--- config.mk ---
export PLATFORM = sky130hd
export DESIGN_NAME = bilx_ram
export DESIGN_NICKNAME = d
export VERILOG_FILES = /design/src/design/bilx_ram.sv
export SDC_FILE = /design/constraint.sdc
export NUM_CORES = 2
export LEC_CHECK = 0
export ABC_CLOCK_PERIOD_IN_PS = 2800
export BUFFER_PORTS_ARGS = -buffer_cell sky130_fd_sc_hd__buf_2
export CAP_MARGIN = 20
export CORE_ASPECT_RATIO = 1.25
export CORE_UTILIZATION = 55
export CTS_CLUSTER_SIZE = 8
export DETAILED_ROUTE_END_ITERATION = 16
export PLACE_DENSITY_LB_ADDON = 0.3
export SYNTH_ARGS = -nofsm -noshare
export SYNTH_HDL_FRONTEND = slang
export SYNTH_SLANG_ARGS = --single-unit
--- constraint.sdc ---
create_clock -name clk -period 2.8 [get_ports clk]
set_input_delay 0.42 -clock clk [delete_from_list [all_inputs] [get_ports clk]]
set_output_delay 0.42 -clock clk [all_outputs]
set_load 0.01 [all_outputs]
--- src/design/bilx_ram.sv ---
module bilx_ram #(
    parameter int AW = 8
) (
    input  logic          clk,
    input  logic          we,
    input  logic [AW-1:0] waddr,
    input  logic [7:0]    wdata,
    input  logic [AW-1:0] raddr,
    output logic [7:0]    rdata
);
    logic [7:0] mem [0:(1<<AW)-1];

    always_ff @(posedge clk)
    begin
        if (we)
        begin
            mem[waddr] <= wdata;
        end
        rdata <= mem[raddr];
    end
endmodule

### Word-level counts from Yosys, hierarchy flattened

Memory sizes are Yosys's and may differ from the RTL's. A register that Yosys moved wholly into a read port is not among the register bits.
Index checks and enable logic that the tools add are counted.

| storage, ports and cells | value |
|---|---|
| input port bits | 26 |
| logic and storage cells | 3 |
| bits in writable memories | 2,048 |
| memories kept | 1 |
| output and inout bits | 8 |
| bits in registers | 0 |

| operators by class | value |
|---|---|
| multiplexer cells | 2 |

Memories:

| name | depth | width | read ports | clocked after memory_dff | wr ports | line | source |
|---|---|---|---|---|---|---|---|
| mem | 256 | 8 | 1 | 1 | 1 | 11 | `logic [7:0] mem [0:(1<<AW)-1];` |

Operators by type and width:

| cell | number |
|---|---|
| $mux 1 | 2 |

### Depth between registers and ports, before layout

| logic depth | value |
|---|---|
| depth in word-level cells | 2 |
| depth in mapped cells | 11 |
| depth with buffers taken out | 6 |

### Least setup slack after synthesis

Ideal clock, no wire load.

| timing | value |
|---|---|
| path kind | input to register |
| start | input port raddr[0] |
| end | register rdata[2], read port of mem |
| setup time | 0.131 ns |
| path slack | 0.442 ns |
| stages on the path | 9 |
| data arrival time | 2.227 ns |
| required time | 2.669 ns |
| buffers on the path | 4 |
| cell sequence | buf_6 -> buf_12 -> buf_8 -> buf_2 -> mux4_2 -> a22oi_1 -> a21oi_1 -> nor4_1 -> nor4_2 |

RTL lines:

| item | line | source |
|---|---|---|
| from (decl) | 8 | `input logic [AW-1:0] raddr,` |
| to (decl) | 9 | `output logic [7:0] rdata` |

==> impl_metrics.env <==
export IMPL_die_w_um=342.2
export IMPL_synth_edf_count=2048
export IMPL_min_period_ns=2.684
export IMPL_clock_path_buffers=4
export IMPL_p_clk_share_pct=45.6
export IMPL_min_period_over_period_pct=95.85
export IMPL_violations="DRC"
export IMPL_overflow=0
export IMPL_r2r_start="mem[83][6]$_DFFE_PP_"
export IMPL_synth_area_top_cells="edfxtp_1, mux4_2, mux2i_1"
export IMPL_ys_ff_latch=2056
export IMPL_synth_nets=3759
export IMPL_clkTransAtPathRegs_ns=0.05
export IMPL_synth_ff_type="edfxtp_1"
export IMPL_routedWlPerCell_um=31.31
export IMPL_power_static_leakage_nw=31.12
export IMPL_rows=155
export IMPL_crit_path_max_fanout=1
export IMPL_cts_tree="built"
export IMPL_initial_core_util_pct=55.59
export IMPL_htreeDepth=5
export IMPL_nNetsFinal=4557
export IMPL_reg2reg_depth=7
export IMPL_setup_tns_ns=0
export IMPL_syn_instance_count=3733
export IMPL_hold_viol=0
export IMPL_yosysSeqAreaShare_pct=77.50
export IMPL_place_gp_congestion=0.9089
export IMPL_min_path_cells=1
export IMPL_pwr_share_seq_pct=49.4
export IMPL_max_freq_mhz=372.6
export IMPL_drc=4
export IMPL_p_sw_mw=14.09
export IMPL_cts_sinks=2056
export IMPL_combPwrFrac_pct=5.1
export IMPL_switching_share_pct=20.42
export IMPL_dieArea_um2=146200
export IMPL_worst_pin_slew_ns=1.113
export IMPL_dieHeight_um=427.2
export IMPL_grt_max_degree=103
export IMPL_dp_cells=6105
export IMPL_grt_pass1_wl_um=294300
export IMPL_cts_made_buffers=306
export IMPL_drv_cap=0
export IMPL_timing_max_transition_violations_final=0
export IMPL_fillers=8905
export IMPL_ant_nets=0
export IMPL_synth_top_area_share_pct=77.30
export IMPL_grt_use_total_pct=28.22
export IMPL_dpl_hpwl_um=129600
export IMPL_crit_path_end_kind="flop"
export IMPL_crit_start="mem[83][6]$_DFFE_PP_"
export IMPL_start_kind="flop"
export IMPL_setup_viol=0
export IMPL_syn2layout_area_growth_pct=19.14
export IMPL_status="complete, but fails checks"
export IMPL_core_area_um2=143100
export IMPL_grt_pass1_vias=43148
export IMPL_arrival_ns=3.43
export IMPL_max_vdd_ir_drop_mv=0.6822
export IMPL_first_pass_iters=14
export IMPL_drive_above_1_share_pct=33.10
export IMPL_yosysUniqueCellTypes=55
export IMPL_internal_power_mw=54.92
export IMPL_syn_avg_cell_area_um2=21.31
export IMPL_port_buffers=33
export IMPL_powerDensity_nw_per_um2=728.1
export IMPL_rsz0062_at_grt="false"
export IMPL_drtIter0Drc=5348
export IMPL_crit_required_ns=3.54
export IMPL_relSlewSlack_pct=25.79
export IMPL_hold_class="in -> reg"
export IMPL_final_cells=6466
export IMPL_yosysTopAreaCell="edfxtp_1"
export IMPL_async_flop_share_pct=0
export IMPL_yosys_warnings=0
export IMPL_crit_type="reg -> reg"
export IMPL_hold_worst_slack_ns=0.03943
export IMPL_finalPower_mw=69.01
export IMPL_fin_util_pct=66.23
export IMPL_viasPerCell=6.507
export IMPL_io_pin_count=34
export IMPL_root_buffer="clkbuf_16"
export IMPL_synth_area_um2=79560
export IMPL_dr_total_vias=42074
export IMPL_min_from="wdata[3]"
export IMPL_antenna_found_initial=4
export IMPL_clock_latency_ns=0.90
export IMPL_finalClockSkew_ns=0.04243
export IMPL_postRouteWirelength_um=202500
state kept, by name, indices dropped and copies added (netlist names):
signal and flops:
mem 2048, rdata 8
area by class of cell:
class	instances	area (µm²)	share of cell area [%]
Antenna cell	5	12.51	0.01320
Clock buffer	345	7889	8.323
Clock inverter	9	101.3	0.1069
Inverter	2	7.507	0.007920
Multi-Input combinational cell	1442	16490	17.40
Sequential cell	2056	61660	65.05
Tap cell	1884	2357	2.487
Timing Repair Buffer	723	6271	6.616
worst max-delay path: stages (launching register included):
cell	delay [ns]
edfxtp_1	0.37
mux4_2	0.50
a22o_1	0.31
a221oi_2	0.42
o32ai_2	0.21
nor3_1	0.47
buf_4	0.21
nor4_2	0.04
per-layer routing:
metal | wire (µm) | track usage, % | share of wire (%) | vias up
met3 | 17860 | 4.673 | 8.8 | 468
met1 | 73310 | 36.82 | 36 | 21972
met5 | 42 | 0 | 0.021 | -
met4 | 9733 | 13.39 | 4.8 | 6
met2 | 101500 | 46.64 | 50 | 2472
li1 | - | - | - | 17156
metrics by stage:
stage,setup slack [ns],instance area [µm²]
floorplan,0.4421,79560
global route,0.09560,94770
CTS,0.09960,94770
finish,0.1162,94790
detailed placement,-0.7358,86750
global placement,-0.9380,86750
power groups by stage:
| stage | logic [mW] | clock network [mW] | registers (mW) |
|---|---|---|---|
| CTS | 3.50 | 31.7 | 34.1 |
| global placement | 3.41 | 0 | 34.6 |
| finish | 3.50 | 31.4 | 34.1 |
| floorplan | 1.65 | 0 | 34.6 |
| global route | 3.65 | 32.9 | 34.0 |
| detailed placement | 3.48 | 0 | 34.6 |
placed cells by master (no fill, tap or decap), drive strengths merged, types with 34 or more instances in the layout:
cell type  netlist  layout
edfxtp        2048    2048
buf            122     715
mux4           456     456
clkbuf         111     351
nor2           282     282
mux2i          134     134
a22oi          133     133
a21oi           96      96
o221ai          47      47
nand3           34      34
cell usage after synthesis (3+ instances only):
master	count
clkbuf_1	111
a21oi_1	96
a221oi_1	13
o22ai_1	28
buf_1	22
nand2_1	33
nand3_1	34
nor2b_1	31
edfxtp_1	2048
o221ai_1	46
o32ai_1	4
buf_8	13
a211oi_1	16
mux2i_1	134
a22o_1	8
nor2_1	282
buf_6	21
a22oi_1	133
dfxtp_1	8
mux4_2	454
nor3_1	22
nor4_2	3
nor4_1	24
nand4_1	10
or2_2	4
nand2b_1	8
o22a_1	5
buf_12	8
o21ai_0	10
buf_2	31
o211ai_1	10
and2_1	6
buf_4	27
final timing paths:
kind	to	slack, ns
setup / recovery	rdata[6]$_DFF_P_	0.12
hold / removal	mem[158][3]$_DFFE_PP_	0.04
setup reg to reg	rdata[6]$_DFF_P_	0.12
hold reg to reg	rdata[3]$_DFF_P_	1.06
cell families after synthesis:
family,synth area share [%]
flip-flops,77.50
multiplexers,14.62
AND/OR/NAND/NOR,2.628
AO/OA/AOI/OAI,3.419
buffers and inverters,1.831
timing repair:
action                     CTS  global route
resized for setup            2             0
hold buffers                 2             0
hold endpoints to repair    76             0
setup endpoints to repair    2             0
buffers inserted             0             0
No activity file was read; power rests on OpenSTA's default activity.
